==> src/rtl/present80_block_cipher_defines.svh <==
// ----------------------------------------------------------------------------
// PRESENT-80 assertion macros
// Shared concurrent assertion helpers for the cipher RTL.
// ----------------------------------------------------------------------------
`ifndef PRESENT80_BLOCK_CIPHER_DEFINES_SVH
`define PRESENT80_BLOCK_CIPHER_DEFINES_SVH

// Checked on every rising edge of i_clk, quiet while reset is asserted.
`define PRS80_ASSERT(label, prop, msg) \
    label: assert property (@(posedge i_clk) disable iff (!i_rst_n) (prop)) else $error(msg);

// Checked on every rising edge of i_clk, reset included.
`define PRS80_ASSERT_ALWAYS(label, prop, msg) \
    label: assert property (@(posedge i_clk) (prop)) else $error(msg);

`endif

==> src/rtl/prs80_pkg.sv <==
// ----------------------------------------------------------------------------
// PRESENT-80 package
// Widths, codes, S-box tables and the round and key schedule functions.
// ----------------------------------------------------------------------------
`default_nettype none

package prs80_pkg;

    localparam int BLK_W          = 64;
    localparam int KEY_W          = 80;
    localparam int KEY_HI_W       = 16;
    localparam int RC_W           = 5;
    localparam int NUM_ROUNDS_DEF = 31;
    localparam int CFG_IDX_W      = 1;

    localparam logic [CFG_IDX_W-1:0] REG_KEY_HIGH = 1'b0;
    localparam logic [CFG_IDX_W-1:0] REG_KEY_LOW  = 1'b1;

    localparam logic OP_ENC = 1'b0;
    localparam logic OP_DEC = 1'b1;

    typedef struct packed {
        logic vld;
        logic op;
    } t_stage_ctl;

    function automatic logic [3:0] sbox_fwd(input logic [3:0] x);
        logic [3:0] y;
        case (x)
            4'h0: y = 4'hC;
            4'h1: y = 4'h5;
            4'h2: y = 4'h6;
            4'h3: y = 4'hB;
            4'h4: y = 4'h9;
            4'h5: y = 4'h0;
            4'h6: y = 4'hA;
            4'h7: y = 4'hD;
            4'h8: y = 4'h3;
            4'h9: y = 4'hE;
            4'hA: y = 4'hF;
            4'hB: y = 4'h8;
            4'hC: y = 4'h4;
            4'hD: y = 4'h7;
            4'hE: y = 4'h1;
            4'hF: y = 4'h2;
            default: y = 4'h0;
        endcase
        return y;
    endfunction

    function automatic logic [3:0] sbox_inv(input logic [3:0] x);
        logic [3:0] y;
        case (x)
            4'h0: y = 4'h5;
            4'h1: y = 4'hE;
            4'h2: y = 4'hF;
            4'h3: y = 4'h8;
            4'h4: y = 4'hC;
            4'h5: y = 4'h1;
            4'h6: y = 4'h2;
            4'h7: y = 4'hD;
            4'h8: y = 4'hB;
            4'h9: y = 4'h4;
            4'hA: y = 4'h6;
            4'hB: y = 4'h3;
            4'hC: y = 4'h0;
            4'hD: y = 4'h7;
            4'hE: y = 4'h9;
            4'hF: y = 4'hA;
            default: y = 4'h0;
        endcase
        return y;
    endfunction

    function automatic logic [BLK_W-1:0] sub_fwd(input logic [BLK_W-1:0] x);
        logic [BLK_W-1:0] y;
        for (int n = 0; n < BLK_W / 4; n++) begin
            y[4*n +: 4] = sbox_fwd(x[4*n +: 4]);
        end
        return y;
    endfunction

    function automatic logic [BLK_W-1:0] sub_inv(input logic [BLK_W-1:0] x);
        logic [BLK_W-1:0] y;
        for (int n = 0; n < BLK_W / 4; n++) begin
            y[4*n +: 4] = sbox_inv(x[4*n +: 4]);
        end
        return y;
    endfunction

    // Bit b moves to bit 16*(b mod 4) + b/4.
    function automatic logic [BLK_W-1:0] perm_fwd(input logic [BLK_W-1:0] x);
        logic [BLK_W-1:0] y;
        for (int b = 0; b < BLK_W; b++) begin
            y[((b & 3) << 4) + (b >> 2)] = x[b];
        end
        return y;
    endfunction

    function automatic logic [BLK_W-1:0] perm_inv(input logic [BLK_W-1:0] x);
        logic [BLK_W-1:0] y;
        for (int b = 0; b < BLK_W; b++) begin
            y[b] = x[((b & 3) << 4) + (b >> 2)];
        end
        return y;
    endfunction

    // One key schedule step: rotate left by 61, S-box on the top nibble,
    // round counter into bits 19..15.
    function automatic logic [KEY_W-1:0] key_next(input logic [KEY_W-1:0] k,
                                                  input logic [RC_W-1:0]  rc);
        logic [KEY_W-1:0] y;
        y           = {k[18:0], k[KEY_W-1:19]};
        y[79:76]    = sbox_fwd(y[79:76]);
        y[19:15]    = y[19:15] ^ rc;
        return y;
    endfunction

endpackage

`default_nettype wire

==> src/rtl/prs80_round_cell.sv <==
// ----------------------------------------------------------------------------
// PRESENT-80 round cell
// One registered cipher round, forward or inverse as the beat's opcode says.
// ----------------------------------------------------------------------------
`default_nettype none

module prs80_round_cell (
    input  wire logic                        i_clk,
    input  wire logic                        i_rst_n,
    input  wire logic                        i_en,
    input  wire prs80_pkg::t_stage_ctl       i_ctl,
    input  wire logic [prs80_pkg::BLK_W-1:0] i_state,
    input  wire logic [prs80_pkg::BLK_W-1:0] i_rk_enc,
    input  wire logic [prs80_pkg::BLK_W-1:0] i_rk_dec,
    output prs80_pkg::t_stage_ctl            o_ctl,
    output logic      [prs80_pkg::BLK_W-1:0] o_state
);
    import prs80_pkg::*;

    t_stage_ctl       r_ctl;
    logic [BLK_W-1:0] r_state;
    logic [BLK_W-1:0] n_state;
    logic [BLK_W-1:0] w_mix;

    always_comb begin
        if (i_ctl.op == OP_DEC) begin
            w_mix   = i_state ^ i_rk_dec;
            n_state = sub_inv(perm_inv(w_mix));
        end else begin
            w_mix   = i_state ^ i_rk_enc;
            n_state = perm_fwd(sub_fwd(w_mix));
        end
    end

    always_ff @(posedge i_clk) begin
        if (!i_rst_n) begin
            r_ctl <= '0;
        end else if (i_en) begin
            r_ctl <= i_ctl;
        end
    end

    always_ff @(posedge i_clk) begin
        if (i_en) begin
            r_state <= n_state;
        end
    end

    assign o_ctl   = r_ctl;
    assign o_state = r_state;

endmodule

`default_nettype wire

==> config.mk <==
export PLATFORM = sky130hd
export DESIGN_NAME = prs80_round_cell
export DESIGN_NICKNAME = d
export VERILOG_FILES = /design/src/rtl/present80_block_cipher_defines.svh /design/src/rtl/prs80_pkg.sv /design/src/rtl/prs80_round_cell.sv
export SDC_FILE = /design/constraint.sdc
export NUM_CORES = 1
export LEC_CHECK = 0
export BUFFER_PORTS_ARGS = -buffer_cell sky130_fd_sc_hd__buf_2
export CAP_MARGIN = 10
export CORE_ASPECT_RATIO = 0.7
export CORE_MARGIN = 5
export CORE_UTILIZATION = 55
export CTS_CLUSTER_DIAMETER = 200
export DETAILED_ROUTE_END_ITERATION = 16
export HOLD_SLACK_MARGIN = 0.06
export PLACE_DENSITY = 0.82
export SLEW_MARGIN = 10
export SYNTH_ARGS = -nofsm -noshare
export SYNTH_HDL_FRONTEND = slang
export SYNTH_SLANG_ARGS = --single-unit
export TNS_END_PERCENT = 30
==> constraint.sdc <==
create_clock -name i_clk -period 2.36 [get_ports i_clk]
set_input_delay 0.472 -clock i_clk [delete_from_list [all_inputs] [get_ports i_clk]]
set_output_delay 0.472 -clock i_clk [all_outputs]
set_load 0.01 [all_outputs]
# Word level (Yosys, flattened, before mapping)
# Memories as Yosys holds them, arrays and structs flattened.
# Cells that the tools add are included.
[word_totals]
register_bits = 66
rom_bits = 2048
in_bits = 197
out_inout_bits = 66
elab_cells = 38
mem_count = 32
[mem_list]
columns = ["memory", "words", "width", "rd", "rd_ports_with_merged_regs", "wr", "line_no", "text"]
rows = [
  ["(no name shown)", 16, 4, 1, 0, 0, "prs80_pkg.sv:53", "case (x)"],
  ["(no name shown)", 16, 4, 1, 0, 0, "prs80_pkg.sv:53", ""],
  ["(no name shown)", 16, 4, 1, 0, 0, "prs80_pkg.sv:53", ""],
  ["(no name shown)", 16, 4, 1, 0, 0, "prs80_pkg.sv:53", ""],
  ["(no name shown)", 16, 4, 1, 0, 0, "prs80_pkg.sv:53", ""],
  ["(no name shown)", 16, 4, 1, 0, 0, "prs80_pkg.sv:53", ""],
  ["26 more memories", "n/a", "n/a", "n/a", "n/a", "n/a", "n/a", ""],
]
[op_classes]
n_mux = 1
n_bitwise = 2
[op_table]
columns = ["operator", "count"]
rows = [
  ["$xor 64x64->64", 2],
  ["$mux 64", 1],
]

# Logic depth before layout (Yosys ltp)
# An unclocked memory read counts as a cell.
[depth]
depth_word = 3
mapped_depth = 7

# Least setup slack after synthesis
# Ideal clock, no wire load.
[synth_path]
path_type = "input to register"
from = "in i_rk_enc[17] (netlist name)"
to = "reg r_state[36], in the netlist o_state[36], data pin"
setup_time_ps = 255
arrival_ps = 1877
t_required_ps = 2105
slack_ps = 228
path_stages = 6
n_path_buf = 0
cell_sequence = "xnor2_1 inv_1 ha_1 mux4_2 and2_1 a31o_1"
[synth_between]
elab_chain_len = 3
[synth_rtl]
columns = ["item", "line_no", "text"]
rows = [
  ["from (decl)", "prs80_round_cell.sv:13", "input wire logic [prs80_pkg::BLK_W-1:0] i_rk_enc,"],
  ["$xor 64x64->64", "prs80_round_cell.sv:30", "w_mix = i_state ^ i_rk_enc;"],
  ["$mem_v2 16x4", "n/a", ""],
  ["$mux 64", "prs80_round_cell.sv:26", "if (i_ctl.op == OP_DEC) begin"],
  ["named net n_state[36]", "prs80_round_cell.sv:22", "logic [BLK_W-1:0] n_state;"],
  ["to (signal assigned)", "prs80_round_cell.sv:45", "r_state <= n_state;"],
  ["to (decl)", "prs80_round_cell.sv:21", "logic [BLK_W-1:0] r_state;"],
]
# The timed path passes the listed nets, and every way through them passes these cells.
# A chain may end at the register's enable or synchronous reset.

# Worst setup path in the final report
[layout_path]
from = "in i_rk_enc[29] (netlist name)"
to = "reg r_state[39], in the netlist o_state[39], data pin"
# The elaborated chain is that of the path after synthesis.

==> impl_metrics.env <==
export IMPL_finalWirelength_microns=28200
export IMPL_ff2ff_setup_slack_ns=1.76
export IMPL_via_per_inst=5.58
export IMPL_clock_skew_ns=0
export IMPL_die_w_microns=167
export IMPL_worstPathRequired_ns=2.43
export IMPL_grt_pass1_wl_microns=43800
export IMPL_cts_buffer_depth=2
export IMPL_cts_root_buf="clkbuf_16"
export IMPL_min_from="i_rst_n"
export IMPL_slew_violations=0
export IMPL_core_sq_um=17000
export IMPL_cts_repair_resized=0
export IMPL_holdPathEnd="o_ctl[1]$_SDFFE_PN0P_"
export IMPL_place_ws_ns=-0.0135
export IMPL_routedWlPerCell_microns=18.4
export IMPL_cp_cell_sequence="buf_2, xnor2_1, inv_1, ha_1, mux4_2, nand2_1, o21ai_1"
export IMPL_grt_use_total_pct=27.7
export IMPL_power_density_nw_per_um2=525
export IMPL_dr_first_iter_drc_count=892
export IMPL_final_cell_mix="261 x buf_2, 127 x inv_1, 96 x ha_1"
export IMPL_yosysSeqAreaShare_pct=20.8
export IMPL_cp_start_kind="input port"
export IMPL_crit_path_top_delay_cell="mux4_2"
export IMPL_synthDistinctLibCells=62
export IMPL_clk_pin_slew_worst_paths_ns=0.06
export IMPL_tns_ns=0
export IMPL_cts_tree="yes"
export IMPL_grt_antenna_before_repair=1
export IMPL_layout_drive_gt1_share_pct=35.7
export IMPL_hold_worst_slack_ns=0.363
export IMPL_numPortBuffers=262
export IMPL_hpwl_microns=23500
export IMPL_timing_fmax_ghz=0.488
export IMPL_vias=8571
export IMPL_finalCritPeriodShare_pct=86.9
export IMPL_worst_slack_ns=0.309
export IMPL_dpl_cell_count=1519
export IMPL_maxCapViolCount=0
export IMPL_drc=0
export IMPL_numCtsBuffers=9
export IMPL_cts_hold_buffers_added=0
export IMPL_grt_max_degree=44
export IMPL_hold_viol_final=0
export IMPL_cts_sinks=66
export IMPL_setup_viol=0
export IMPL_worst_hold_path_num_cells=2
export IMPL_io_pin_count=263
export IMPL_htreeDepth=3
export IMPL_reg2reg_to="o_ctl[0]$_SDFFE_PN0P_"
export IMPL_fin_cells=1535
export IMPL_syn_avg_cell_area_sq_um=9.85
export IMPL_crit_type="input port to flop"
export IMPL_final_area_sq_um=11900
export IMPL_end_kind="flop"
export IMPL_status="finished clean"
export IMPL_fin_util_pct=70.0
export IMPL_globalplace_congestion=0.944
export IMPL_syn_nets=1251
export IMPL_layout_commonest_cell="buf_2"
export IMPL_ant_nets=0
export IMPL_cp_top_family="multiplexers"
export IMPL_critPathMaxFanout=4
export IMPL_netlist_instances=958
export IMPL_period_minus_slack_ns=2.05
export IMPL_ys_seq_elements=66
export IMPL_async_flop_share_pct=0
export IMPL_cp_num_buf_inv=2
export IMPL_overflow=0
export IMPL_initial_core_util_pct=55.5
export IMPL_clock_latency_ns=0.34
export IMPL_ys_warn_count=0
export IMPL_synth_main_ff_cell="edfxtp_1"
export IMPL_synth_edf_count=64
export IMPL_fin_nets=1592
export IMPL_grt_pass1_vias=8311
export IMPL_die_area_sq_um=19900
export IMPL_static_leakage_power_nw=5.65
export IMPL_syn_to_final_growth_pct=26.2
export IMPL_worst_r2r_path_depth=2
export IMPL_n_antenna_cell=0
export IMPL_timing_rr_start="o_ctl[0]$_SDFFE_PN0P_"
export IMPL_relSlewSlack_pct=54.2
export IMPL_power_mw=6.25
export IMPL_post_cts_setup_buffer_count=0
export IMPL_rows=40
export IMPL_synth_area_sq_um=9440
export IMPL_rsz0062_at_grt="no"
export IMPL_cp_arrival_ns=2.12
export IMPL_die_h_microns=120
export IMPL_hp_class="input port to flop"
export IMPL_max_stage_delay_ns=0.49
export IMPL_tightest_slew_ns=0.682
export IMPL_placed_cell_area_sq_um=11600
export IMPL_vdd_drop_max_uv=285
export IMPL_drt_first_pass_iters=5
## power breakdown
group          internal [mW]  total, mW  leakage (nW)  switching, mW
Combinational           1.55       3.31          4.88           1.75
Sequential              1.54       1.63         0.642         0.0807
Clock                  0.770       1.31         0.133          0.543
## synth_stat cells (10+ instances only)
library cell	number	area share, %
o211ai_1	25	2.0
nor3_1	12	0.64
mux4_2	46	11
mux2i_1	73	7.7
xor2_2	16	2.8
xnor2_1	80	7.4
ha_1	96	13
nand2_1	59	2.3
xnor2_2	18	3.1
a211oi_1	18	1.4
mux2_2	13	1.6
a31oi_1	11	0.73
inv_1	128	5.1
nor2_1	62	2.5
a21oi_1	18	0.95
edfxtp_1	64	20
xor2_1	61	5.7
clkbuf_1	12	0.48
o31ai_1	10	0.80
nand3_1	10	0.53
o21ai_0	12	0.64
## area by class of cell
class                      instances  area (sq um)
clock buffer                      14           264
clock inverter                     2          12.5
inverter                         134           503
timing repair buffer             346          1970
tap                              231           289
multi-input combinational        742          6910
fill                            1365          5110
sequential                        66          1960
## per-layer routing
layer / wire length [microns] / part of all wire (%) / global-route usage [%] / up-vias
li1: - / - / - / 4127
met1: 12600 / 45 / 39.7 / 4005
met2: 12300 / 44 / 42.1 / 393
met3: 2570 / 9.1 / 6.06 / 44
met4: 699 / 2.5 / 8.28 / 2
met5: 13 / 0.046 / 0 / -
## registers in the layout (all words and copies together), names as in the netlist
register and cells:
o_ctl 2, o_state 64
## kinds of logic (layout without fill, tap and decap cells)
kind of cell | count (synthesis) | in the layout | synth area share (%)
fa+ha+maj | 96 | 96 | 12.7
mux | 135 | 135 | 20.8
buf+inv | 150 | 496 | 6.02
xor+xnor | 176 | 176 | 19.2
flops | 66 | 66 | 20.8
simple gates | 172 | 172 | 8.01
compound gates | 163 | 163 | 12.4
## worst reg2reg max path: stages, from the launching register on
cell	delay, ns
dfxtp_1	0.31
mux2i_1	0.12
nor2b_1	0.06
## worst max-delay path by stage
stage | startpoint | endpoint | slack, ns | cells past startpoint
5_1_grt | i_state[17] | o_state[6]$_DFFE_PP_ | 0.23 | 7
3_5_place_dp | i_state[3] | o_state[14]$_DFFE_PP_ | -0.01 | 6
2_1_floorplan | i_rk_enc[17] | o_state[36]$_DFFE_PP_ | 0.23 | 6
4_1_cts | i_state[60] | o_state[47]$_DFFE_PP_ | 0.36 | 7
6_report | i_rk_enc[29] | o_state[39]$_DFFE_PP_ | 0.31 | 7
3_3_place_gp | i_state[3] | o_state[14]$_DFFE_PP_ | 0.03 | 6
Power figures use the tool's default switching activity.
