==> config.mk <==
export PLATFORM = sky130hd
export DESIGN_NAME = prs80_key_cell
export DESIGN_NICKNAME = d
export VERILOG_FILES = /design/src/rtl/present80_block_cipher_defines.svh /design/src/rtl/prs80_pkg.sv /design/src/rtl/prs80_key_cell.sv
export SDC_FILE = /design/constraint.sdc
export NUM_CORES = 1
export LEC_CHECK = 0
export CAP_MARGIN = 15
export CORE_AREA = 2 2 62 64
export DETAILED_ROUTE_END_ITERATION = 6
export DIE_AREA = 0 0 64 66
export DONT_BUFFER_PORTS = 1
export GPL_TIMING_DRIVEN = 0
export PLACE_DENSITY_LB_ADDON = 0.15
export SLEW_MARGIN = 40
export SYNTH_ARGS = -nofsm -noshare
export SYNTH_HDL_FRONTEND = slang
export SYNTH_SLANG_ARGS = --single-unit
==> constraint.sdc <==
create_clock -name i_clk -period 1.32 [get_ports i_clk]
set_input_delay 0.132 -clock i_clk [delete_from_list [all_inputs] [get_ports i_clk]]
set_output_delay 0.132 -clock i_clk [all_outputs]
set_load 0.05 [all_outputs]
==> src/rtl/present80_block_cipher_defines.svh <==
// ----------------------------------------------------------------------------
// PRESENT-80 assertion macros
// Shared concurrent assertion helpers for the cipher RTL.
// ----------------------------------------------------------------------------
`ifndef PRESENT80_BLOCK_CIPHER_DEFINES_SVH
`define PRESENT80_BLOCK_CIPHER_DEFINES_SVH

// Checked on every rising edge of i_clk, quiet while reset is asserted.
`define PRS80_ASSERT(label, prop, msg) \
    label: assert property (@(posedge i_clk) disable iff (!i_rst_n) (prop)) else $error(msg);

// Checked on every rising edge of i_clk, reset included.
`define PRS80_ASSERT_ALWAYS(label, prop, msg) \
    label: assert property (@(posedge i_clk) (prop)) else $error(msg);

`endif

==> src/rtl/prs80_pkg.sv <==
// ----------------------------------------------------------------------------
// PRESENT-80 package
// Widths, codes, S-box tables and the round and key schedule functions.
// ----------------------------------------------------------------------------
`default_nettype none

package prs80_pkg;

    localparam int BLK_W          = 64;
    localparam int KEY_W          = 80;
    localparam int KEY_HI_W       = 16;
    localparam int RC_W           = 5;
    localparam int NUM_ROUNDS_DEF = 31;
    localparam int CFG_IDX_W      = 1;

    localparam logic [CFG_IDX_W-1:0] REG_KEY_HIGH = 1'b0;
    localparam logic [CFG_IDX_W-1:0] REG_KEY_LOW  = 1'b1;

    localparam logic OP_ENC = 1'b0;
    localparam logic OP_DEC = 1'b1;

    typedef struct packed {
        logic vld;
        logic op;
    } t_stage_ctl;

    function automatic logic [3:0] sbox_fwd(input logic [3:0] x);
        logic [3:0] y;
        case (x)
            4'h0: y = 4'hC;
            4'h1: y = 4'h5;
            4'h2: y = 4'h6;
            4'h3: y = 4'hB;
            4'h4: y = 4'h9;
            4'h5: y = 4'h0;
            4'h6: y = 4'hA;
            4'h7: y = 4'hD;
            4'h8: y = 4'h3;
            4'h9: y = 4'hE;
            4'hA: y = 4'hF;
            4'hB: y = 4'h8;
            4'hC: y = 4'h4;
            4'hD: y = 4'h7;
            4'hE: y = 4'h1;
            4'hF: y = 4'h2;
            default: y = 4'h0;
        endcase
        return y;
    endfunction

    function automatic logic [3:0] sbox_inv(input logic [3:0] x);
        logic [3:0] y;
        case (x)
            4'h0: y = 4'h5;
            4'h1: y = 4'hE;
            4'h2: y = 4'hF;
            4'h3: y = 4'h8;
            4'h4: y = 4'hC;
            4'h5: y = 4'h1;
            4'h6: y = 4'h2;
            4'h7: y = 4'hD;
            4'h8: y = 4'hB;
            4'h9: y = 4'h4;
            4'hA: y = 4'h6;
            4'hB: y = 4'h3;
            4'hC: y = 4'h0;
            4'hD: y = 4'h7;
            4'hE: y = 4'h9;
            4'hF: y = 4'hA;
            default: y = 4'h0;
        endcase
        return y;
    endfunction

    function automatic logic [BLK_W-1:0] sub_fwd(input logic [BLK_W-1:0] x);
        logic [BLK_W-1:0] y;
        for (int n = 0; n < BLK_W / 4; n++) begin
            y[4*n +: 4] = sbox_fwd(x[4*n +: 4]);
        end
        return y;
    endfunction

    function automatic logic [BLK_W-1:0] sub_inv(input logic [BLK_W-1:0] x);
        logic [BLK_W-1:0] y;
        for (int n = 0; n < BLK_W / 4; n++) begin
            y[4*n +: 4] = sbox_inv(x[4*n +: 4]);
        end
        return y;
    endfunction

    // Bit b moves to bit 16*(b mod 4) + b/4.
    function automatic logic [BLK_W-1:0] perm_fwd(input logic [BLK_W-1:0] x);
        logic [BLK_W-1:0] y;
        for (int b = 0; b < BLK_W; b++) begin
            y[((b & 3) << 4) + (b >> 2)] = x[b];
        end
        return y;
    endfunction

    function automatic logic [BLK_W-1:0] perm_inv(input logic [BLK_W-1:0] x);
        logic [BLK_W-1:0] y;
        for (int b = 0; b < BLK_W; b++) begin
            y[b] = x[((b & 3) << 4) + (b >> 2)];
        end
        return y;
    endfunction

    // One key schedule step: rotate left by 61, S-box on the top nibble,
    // round counter into bits 19..15.
    function automatic logic [KEY_W-1:0] key_next(input logic [KEY_W-1:0] k,
                                                  input logic [RC_W-1:0]  rc);
        logic [KEY_W-1:0] y;
        y           = {k[18:0], k[KEY_W-1:19]};
        y[79:76]    = sbox_fwd(y[79:76]);
        y[19:15]    = y[19:15] ^ rc;
        return y;
    endfunction

endpackage

`default_nettype wire

==> src/rtl/prs80_key_cell.sv <==
// ----------------------------------------------------------------------------
// PRESENT-80 key schedule cell
// Holds one key schedule state, derived each cycle from its left neighbor.
// ----------------------------------------------------------------------------
`default_nettype none

module prs80_key_cell #(
    parameter int RC = 1
) (
    input  wire logic                       i_clk,
    input  wire logic [prs80_pkg::KEY_W-1:0] i_key,
    output logic      [prs80_pkg::KEY_W-1:0] o_key
);
    import prs80_pkg::*;

    localparam logic [RC_W-1:0] RC_BITS = RC_W'(RC);

    logic [KEY_W-1:0] r_key;
    logic [KEY_W-1:0] n_key;

    assign n_key = key_next(i_key, RC_BITS);

    always_ff @(posedge i_clk) begin
        r_key <= n_key;
    end

    assign o_key = r_key;

endmodule

`default_nettype wire

[After elaboration in Yosys (flattened, before gate mapping)]
Memory sizes are Yosys's and may differ from the RTL's. A register that Yosys moved wholly into a read port is not among the register bits.
Index checks and enable logic that the tools add are counted.
Cells by class
  add/sub/neg operators: 0
  multiply operators: 0
  muxes and demuxes: 0
  shift-type cells: 0
  bitwise logic cells: 1
  reduce and logical (&&, ||, !) cells: 0
  eq/ne operators: 0
  $lt $le $gt $ge: 0
  divide/modulo/power cells: 0
Operator list (count)
  $not 1->1: 1
Storage, ports and cells
  output and inout bits: 80
  memory bits (writable): 0
  bits in read-only memories: 64
  latch bits: 0
  bits of input ports: 81
  bits in registers: 80
  memories kept: 1
  word-level logic and storage cells: 3
Memories
  (name not given): words 16, bits a word 4, read ports 1, clocked after Yosys merged registers in 1, write ports 0, line prs80_pkg.sv:29  | case (x)

[Depth between registers and ports, before layout]
Gate-level depths: netlist of the first run.
  word-level depth: 1
  mapped depth: 4
  gate-level depth less buffers: 4

[Least setup slack after synthesis of the first run]
OpenSTA, ideal clock, no wires.
  path type: input to register
  start: in i_key[15] in the netlist's numbering
  end: reg r_key[78] (netlist: o_key[78])
  data required time: 1.186 ns
  setup time: 0.134 ns
  stages: 3
  arrival: 0.916 ns
  slack: 0.270 ns
  path buffers: 0
  cells stage by stage: inv_1 ha_1 mux4_2
RTL lines
  from (decl): line prs80_key_cell.sv:11  | input wire logic [prs80_pkg::KEY_W-1:0] i_key,
  to (decl): line prs80_key_cell.sv:18  | logic [KEY_W-1:0] r_key;

==> results by group, run 1 <==
Outcome
  • Outcome: complete, no violations

Cells and area
  • Register Area: between 1500 and 2000 µm²
  • Final Cell Area: between 2000 and 3000 µm²
  • Footprint of the multi-input gates: between 150 and 200 µm²
  • Nets@finish: 276
  • Most frequent cells in the layout: dlygate4sd3_1 (80), dfxtp_1 (80), clkbuf_4 (9), ha_1 (5), inv_1 (4)
  • Final core occ: 0.783
  • Post-Layout Cell Count: about 240
  • Max reg flops: 80
  • Final-layout fill cell count: 211
  • Fraction of layout cells with a size suffix above 1: 0.0829
  • Synth-to-layout area growth: 55.3%
  • # diodes: 0

Synthesis
  • Mean post-synth cell area: around 18 µm²
  • Yosys warns: 0
  • Largest area contributor in the netlist: dfxtp_1
  • Seq/Total Area, Yosys: 0.894
  • Largest cells by area after synthesis: dfxtp_1 (89%), ha_1 (3.5%), mux4_2 (2.5%), inv_1 (0.84%), buf_6 (0.63%)
  • Yosys reg bits: 80
  • Share of the synthesized area in the top cell type: 0.894
  • Post-synthesis cell count: 99
  • Syn Nets: 185
  • Yosys cell types: 12
  • Mapped cell area: around 1800 µm²

Global routing
  • Pin count of the biggest net entering global routing: 13
  • First-pass GRT wire length: approximately 6600 µm
  • Global-route usage over all layers: 0.227
  • Initial antenna violation count: 0
  • Global route overflow: 0
  • Vias in the first global route: about 1200

Route
  • Final antenna-violating net count: 0
  • Routed WL: approximately 4700 µm
  • # DRC: 0
  • Initial DRC count: 50
  • Vias: between 1000 and 1500
  • DRT Pass-1 Iters: 4
  • Wire per inst: between 15 and 20 µm
  • DR vias/cell: approximately 4.5

Placement
  • Placed inst area: ~1900 µm²
  • Buffers on Ports: 0
  • Dpl hpwl: 2460 µm
  • Post-Place Cells: around 150
  • Worst slack, placed: approximately 0.23 ns
  • GPL Wtd Cong: ~0.72

Floorplanning
  • Die width: between 60 and 70 µm
  • Initial Util: 0.504
  • DIE HEIGHT: ~66 µm
  • Floorplan Core Area: roughly 3600 µm²
  • I/O pins: about 160
  • Area of the die: 4220 µm²
  • Rows: 22

Timing
  • Setup Total Neg Slack: 0 ns
  • Final Max Tran Viols: 0
  • WHS: 0.0520 ns
  • Period utilization: 0.969
  • Max-slew headroom: 0.645
  • Clock period minus worst slack: 1.28 ns
  • Setup ws final: slightly above 0.04 ns
  • RSZ-0062 raised after global routing: false
  • Setup violations, final: 0
  • Worst-Margin Slew: around 0.53 ns
  • Highest clock rate: 781 MHz
  • Final Hold Viols: 0

Clock tree
  • CTS buffer count: 9
  • Clock tree buffer depth: 2
  • Clock transition at path regs: around 0.1 ns
  • H-tree depth reported by CTS: 3
  • Sink Count: 80
  • Setup repair bufs after CTS: 0
  • CTS tree: yes
  • Clock root cell: clkbuf_4

Worst hold path
  • Tightest Hold Check Type: primary input to register
  • Min-Delay Path Depth: 3

Job
  • Max-Cap Viols: 0

Power
  • Leak pwr: roughly 1.2 nW
  • VDD IR max: around 1.3 mV
  • PD cells: around 1700 nW/µm²
  • Tot Pwr: around 4.7 mW

Setup path
  • Critical path class: primary input to register
  • CP endpoint kind: register
  • Crit path launch type: primary input
  • Maximum fanout along the worst path: 6
  • Worst Path Required: ~1.7 ns
  • Worst Path Arrival: between 1.5 and 2 ns
synthesized netlist by cell type:
cell,n
buf_6,1
dfxtp_1,80
ha_1,5
inv_1,4
mux2i_1,1
mux4_2,2
nor3b_1,1
o21a_1,1
o21ai_0,1
o21bai_1,1
o2bb2ai_1,1
xnor2_1,1
layer usage:
| layer | up-vias | GRT usage | part of all wire |
|---|---|---|---|
| li1 | 493 | - | - |
| met1 | 481 | 0.189 | 0.31 |
| met2 | 102 | 0.422 | 0.54 |
| met3 | 15 | 0.119 | 0.12 |
| met4 | 0 | 0.125 | 0.028 |
| met5 | - | 0 | 0 |
path summary, 6_finish.rpt:
check | startpoint | endpoint | slack, ns
worst min-delay path | i_key[18] | o_key[79] | 0.05
worst max-delay path | i_key[17] | o_key[76] | 0.04
power by group:
part           switching [mW]  total, mW  internal (mW)
Sequential              0.550       3.10           2.55
Clock                   0.741       1.35          0.612
Combinational          0.0587      0.247          0.189
cell families after synthesis:
group                    Yosys count  synth area share
flip-flops                        80             0.894
buffers and inverters              5            0.0147
adder cells (fa/ha/maj)            5            0.0349
multiplexers                       3            0.0307
AO/OA/AOI/OAI                      4            0.0161
XOR/XNOR                           1           0.00489
AND/OR/NAND/NOR                    1           0.00419
worst max-delay path, cell delays in order:
cell           delay [ns]
dlygate4sd3_1        0.63
o21bai_1             0.19
o2bb2ai_1            0.12
dlygate4sd3_1        0.55
what timing repair did:
item	CTS	global route
hold endpoints to repair	80	0
resized for setup	0	0
hold buffers	80	0
final cells by class:
cell class	instances	share of cell area
buffer	1	0.00405
clock buffer	11	0.0306
clock inverter	3	0.0158
inverter	4	0.00540
multi-input combinational	14	0.0585
sequential	80	0.576
tap	48	0.0216
timing repair buffer	80	0.288
(Power assumes the default switching activity.)
==> run 2, diff against run 1 <==
--- a/config.mk
+++ b/config.mk
@@ -6,9 +6,9 @@
 export NUM_CORES = 1
 export LEC_CHECK = 0
 export CAP_MARGIN = 15
-export CORE_AREA = 2 2 62 64
+export CORE_AREA = 2 2 63 65
 export DETAILED_ROUTE_END_ITERATION = 6
-export DIE_AREA = 0 0 64 66
+export DIE_AREA = 0 0 65 67
 export DONT_BUFFER_PORTS = 1
 export GPL_TIMING_DRIVEN = 0
 export PLACE_DENSITY_LB_ADDON = 0.15
==> results by group, run 2 (synthesis results as in run 1) <==
Outcome
  • Outcome: complete, no violations

Power
  • PD cells: 1840 nW/µm² (+8.9%)
  • VDD IR max: 0.965 mV (-23%)
  • Leak pwr: 1.20 nW (+2.0%)
  • Tot Pwr: 5.24 mW (+11%)

Route
  • Routed met1 length: 1690 µm (+18%)
  • Met2 wire length: 2850 µm (+13%)
  • Initial DRC count: 45 (-10%)
  • Top layer in use: met4
  • Final antenna-violating net count: 0 (unchanged)
  • Routed WL: 5000 µm (+7.6%)
  • Vias: 1093 (+0.18%)
  • DRT Pass-1 Iters: 2 (-2)
  • Wire per inst: 20.8 µm (+7.6%)
  • DR vias/cell: 4.54 (+0.18%)
  • WL met3: 386 µm (-30%)
  • # DRC: 0 (unchanged)

Placement
  • GPL Wtd Cong: 0.683 (-4.9%)
  • Post-Place Cells: 147 (unchanged)
  • Dpl hpwl: 2840 µm (+15%)
  • Placed inst area: 1850 µm² (unchanged)
  • Worst slack, placed: 0.226 ns (-0.00655 ns)
  • Buffers on Ports: 0 (unchanged)

Clock tree
  • Clock tree buffer depth: 2 (unchanged)
  • CTS resizes: 0 (unchanged)
  • Post-cts hold buffer count: 78 (-2.5%)
  • Clock transition at path regs: 0.08 ns (-0.02 ns)
  • Setup repair bufs after CTS: 0 (unchanged)
  • CTS buffer count: 9 (unchanged)
  • Clock root cell: clkbuf_8
  • Sink Count: 80 (unchanged)
  • H-tree depth reported by CTS: 3 (unchanged)
  • CTS tree: yes

Timing
  • RSZ-0062 raised after global routing: false
  • Max-slew headroom: 0.636 (-0.00862)
  • Setup violations, final: 0 (unchanged)
  • Period utilization: 0.855 (-0.114)
  • Worst-Margin Slew: 0.545 ns (+0.0129 ns)
  • Setup Total Neg Slack: 0 ns (unchanged)
  • WHS: 0.0344 ns (-0.0176 ns)
  • Final Max Tran Viols: 0 (unchanged)
  • Final Hold Viols: 0 (unchanged)
  • Highest clock rate: 886 MHz (+13%)
  • Clock period minus worst slack: 1.13 ns (-0.151 ns)
  • Setup ws final: 0.191 ns (+0.151 ns)

Global routing
  • Global route overflow: 0 (unchanged)
  • Global-route usage over all layers: 0.234 (+0.00694)
  • Initial antenna violation count: 0 (unchanged)
  • Vias in the first global route: 1182 (-2.4%)
  • First-pass GRT wire length: 6970 µm (+6.3%)
  • Pin count of the biggest net entering global routing: 14 (+1)

Setup path
  • CP Launch Point: o_key[21]
  • Maximum fanout along the worst path: 1 (-5)
  • Worst Path Arrival: 1.00 ns (-0.62 ns)
  • CP endpoint kind: output port
  • Critical path class: register to output port
  • Worst Path Required: 1.19 ns (-0.47 ns)
  • Crit path launch type: register
  • Stages on worst setup path: 0 (-4)

Worst hold path
  • Min-Delay Path Depth: 1 (-2)
  • Worst hold start: i_key[16]
  • Tightest Hold Check Type: primary input to register

Cells and area
  • Final core occ: 0.789 (+0.00574)
  • Final Cell Area: 2840 µm² (+2.3%)
  • Max reg flops: 80 (unchanged)
  • Post-Layout Cell Count: 241 (unchanged)
  • Synth-to-layout area growth: 58.8%
  • Fraction of layout cells with a size suffix above 1: 0.0881 (+0.00518)
  • # diodes: 0 (unchanged)
  • Most frequent cells in the layout: dfxtp_1 (80), dlygate4sd3_1 (78), clkbuf_8 (9), ha_1 (5), inv_1 (4)
  • Nets@finish: 274 (-0.72%)
  • Commonest non-fill, non-tap cell in the layout: dfxtp_1

Floorplanning
  • Die width: 65 µm (+1.6%)
  • Rows: 22 (unchanged)
  • Floorplan Core Area: 3610 µm² (+1.6%)
  • Area of the die: 4360 µm² (+3.1%)
  • Initial Util: 0.497 (-0.00770)
  • DIE HEIGHT: 67 µm (+1.5%)
  • I/O pins: 161 (unchanged)

Job
  • Max-Cap Viols: 0 (unchanged)
[run 2: cell count changes in the layout (fill, tap and decap cells not counted)]
cell,delta
clkinvlp_4,+1
clkbuf_4,-9
clkbuf_8,+8
bufinv_16,+1
clkbuf_1,+1
dlygate4sd3_1,-2
[run 2: power breakdown]
part / leakage, nW / internal [mW] / switching (mW) / total, mW
clock network: 0.104 / 1.07 / 0.822 / 1.89
registers: 0.675 / 2.55 / 0.553 / 3.10
logic: 0.420 / 0.183 / 0.0628 / 0.245
[run 2: final timing paths]
path                   endpoint
worst min-delay path  o_key[77]
worst max-delay path  o_key[21]
[run 2: cell type report]
cell class	count	area (µm²)
multi-input combinational	14	163
buffer	1	11.3
sequential	80	1600
timing repair buffer	78	781
inverter	4	15.0
fill	194	762
clock inverter	5	81.3
tap	48	60.1
clock buffer	11	131
[run 2: layer usage]
layer  GRT usage  vias to the layer above
met4      0.0957                        0
met2       0.438                       67
li1            -                      489
met5           0                        -
met3      0.0861                        6
met1       0.231                      531
==> run 3, diff against run 2 <==
--- a/config.mk
+++ b/config.mk
@@ -6,9 +6,9 @@
 export NUM_CORES = 1
 export LEC_CHECK = 0
 export CAP_MARGIN = 15
-export CORE_AREA = 2 2 63 65
+export CORE_ASPECT_RATIO = 0.7
+export CORE_UTILIZATION = 38
 export DETAILED_ROUTE_END_ITERATION = 6
-export DIE_AREA = 0 0 65 67
 export DONT_BUFFER_PORTS = 1
 export GPL_TIMING_DRIVEN = 0
 export PLACE_DENSITY_LB_ADDON = 0.15
==> results by group, run 3 (synthesis results as in run 1) <==
Route
  • Wire per inst: 15.1 µm (-27%)
  • Routed WL: 3740 µm (-25%)
  • Final antenna-violating net count: 0 (unchanged)
  • Initial DRC count: 52 (+16%)
  • DRT Pass-1 Iters: 6 (+4)
  • # DRC: 20 (+20)
  • DR vias/cell: 4.34 (-4.4%)
  • Vias: 1071 (-2.0%)

Floorplanning
  • DIE HEIGHT: 59.4 µm (-11%)
  • Area of the die: 4990 µm² (+15%)
  • Floorplan Core Area: 4430 µm² (+23%)
  • Initial Util: 0.404 (-0.0923)
  • Rows: 20 (-9.1%)
  • Die width: 84.0 µm (+29%)
  • I/O pins: 161 (unchanged)

Global routing
  • Initial antenna violation count: 0 (unchanged)
  • Global route overflow: 0 (unchanged)
  • Pin count of the biggest net entering global routing: 13 (-1)
  • Global-route usage over all layers: 0.153 (-0.0806)
  • First-pass GRT wire length: 5180 µm (-26%)
  • Vias in the first global route: 1074 (-9.1%)

Timing
  • Max-slew headroom: 0.629 (-0.00753)
  • RSZ-0062 raised after global routing: false
  • Final Hold Viols: 0 (unchanged)
  • Clock period minus worst slack: 1.14 ns (+0.00806 ns)
  • Highest clock rate: 880 MHz (-0.71%)
  • Setup violations, final: 0 (unchanged)
  • Setup Total Neg Slack: 0 ns (unchanged)
  • Worst-Margin Slew: 0.556 ns (+0.0113 ns)
  • Period utilization: 0.861 (+0.00610)
  • Final Max Tran Viols: 0 (unchanged)

Clock tree
  • Post-cts hold buffer count: 78 (unchanged)
  • Clock tree buffer depth: 2 (unchanged)
  • Sink Count: 80 (unchanged)
  • Setup repair bufs after CTS: 0 (unchanged)
  • Clock root cell: clkbuf_8
  • CTS buffer count: 9 (unchanged)
  • H-tree depth reported by CTS: 3 (unchanged)
  • Clock transition at path regs: 0.07 ns (about the same)
  • CTS resizes: 0 (unchanged)
  • CTS tree: yes

Worst hold path
  • Min-Delay Path Depth: 1 (unchanged)
  • Worst hold endpoint: o_key[77]
  • Tightest Hold Check Type: primary input to register
  • Worst hold start: i_key[16]

Cells and area
  • Footprint of the multi-input gates: 163 µm² (unchanged)
  • Nets@finish: 274 (unchanged)
  • # diodes: 0 (unchanged)
  • Max reg flops: 80 (unchanged)
  • Most frequent cells in the layout: dfxtp_1 (80), dlygate4sd3_1 (78), clkbuf_8 (11), ha_1 (5), inv_1 (4)
  • Final-layout fill cell count: 301 (+55%)
  • Commonest non-fill, non-tap cell in the layout: dfxtp_1
  • Post-Layout Cell Count: 247 (+2.5%)
  • Fraction of layout cells with a size suffix above 1: 0.0885 (+0.000459)
  • Synth-to-layout area growth: 59.7%
  • Register Area: 1600 µm² (unchanged)

Outcome
  • Outcome: finished with violations
  • Failing checks: DRC

Placement
  • Buffers on Ports: 0 (unchanged)
  • Post-Place Cells: 154 (+4.8%)
  • Dpl hpwl: 2300 µm (-19%)
  • GPL Wtd Cong: 0.684 (+0.16%)

Setup path
  • Crit path launch type: register
  • Worst Path Required: 1.19 ns (about the same)
  • Stages on worst setup path: 0 (unchanged)
  • Critical path class: register to output port
  • Worst Path Arrival: 1.00 ns (about the same)
  • CP endpoint kind: output port
  • Maximum fanout along the worst path: 1 (unchanged)

Power
  • PD cells: 1830 nW/µm² (-0.74%)
  • VDD IR max: 0.913 mV (-5.4%)
  • Leak pwr: 1.21 nW (+0.75%)

Job
  • Max-Cap Viols: 0 (unchanged)
-- run 3: cell types whose count changed in the layout (fill, tap and decap cells not counted), sizes merged --
cell / previous run / this run
clkinv: 2 / 1
clkinvlp: 1 / 0
clkbuf: 11 / 12
-- run 3: where the power goes --
part	internal [mW]	total, mW	switching [mW]
registers	2.55	3.10	0.544
clock network	1.16	1.90	0.744
logic	0.182	0.234	0.0524
total	3.89	5.23	1.34
-- run 3: routing by layer --
layer	track usage	vias up	routed length, µm
met5	0	-	0
met4	0.0961	0	81
met3	0.0905	8	418
met2	0.273	93	1990
met1	0.136	481	1250
li1	-	489	-
-- run 3: worst max-delay path by stage --
stage	to	slack, ns	start
6_report	o_key[5]	0.18	o_key[5]
5_1_grt	o_key[5]	0.15	o_key[5]
4_1_cts	o_key[5]	0.15	o_key[5]
3_5_place_dp	o_key[78]	0.21	i_key[15]
3_3_place_gp	o_key[78]	0.23	i_key[15]
2_1_floorplan	o_key[78]	0.27	i_key[15]
-- run 3: area by class of cell --
type	count	area share
buffer	1	0.00394
clock buffer	12	0.0542
clock inverter	3	0.0227
inverter	4	0.00525
multi-input combinational	14	0.0569
sequential	80	0.560
tap	55	0.0241
timing repair buffer	78	0.273
-- run 3: stage by stage --
| stage | hold WS (ns) | utilization | area (µm²) | worst slack [ns] | power [mW] |
|---|---|---|---|---|---|
| final | 0.0282 | 0.646 | 2860 | 0.183 | 5.23 |
| after global routing | 0.00503 | 0.646 | 2860 | 0.148 | 5.43 |
| after CTS | 0.00764 | 0.646 | 2860 | 0.154 | 5.28 |
| after detailed placement | 0.160 | 0.420 | 1860 | 0.210 | 3.20 |
| after global placement | 0.160 | 0.420 | 1860 | 0.226 | 3.20 |
| after floorplan | 0.160 | - | 1790 | 0.270 | 3.17 |
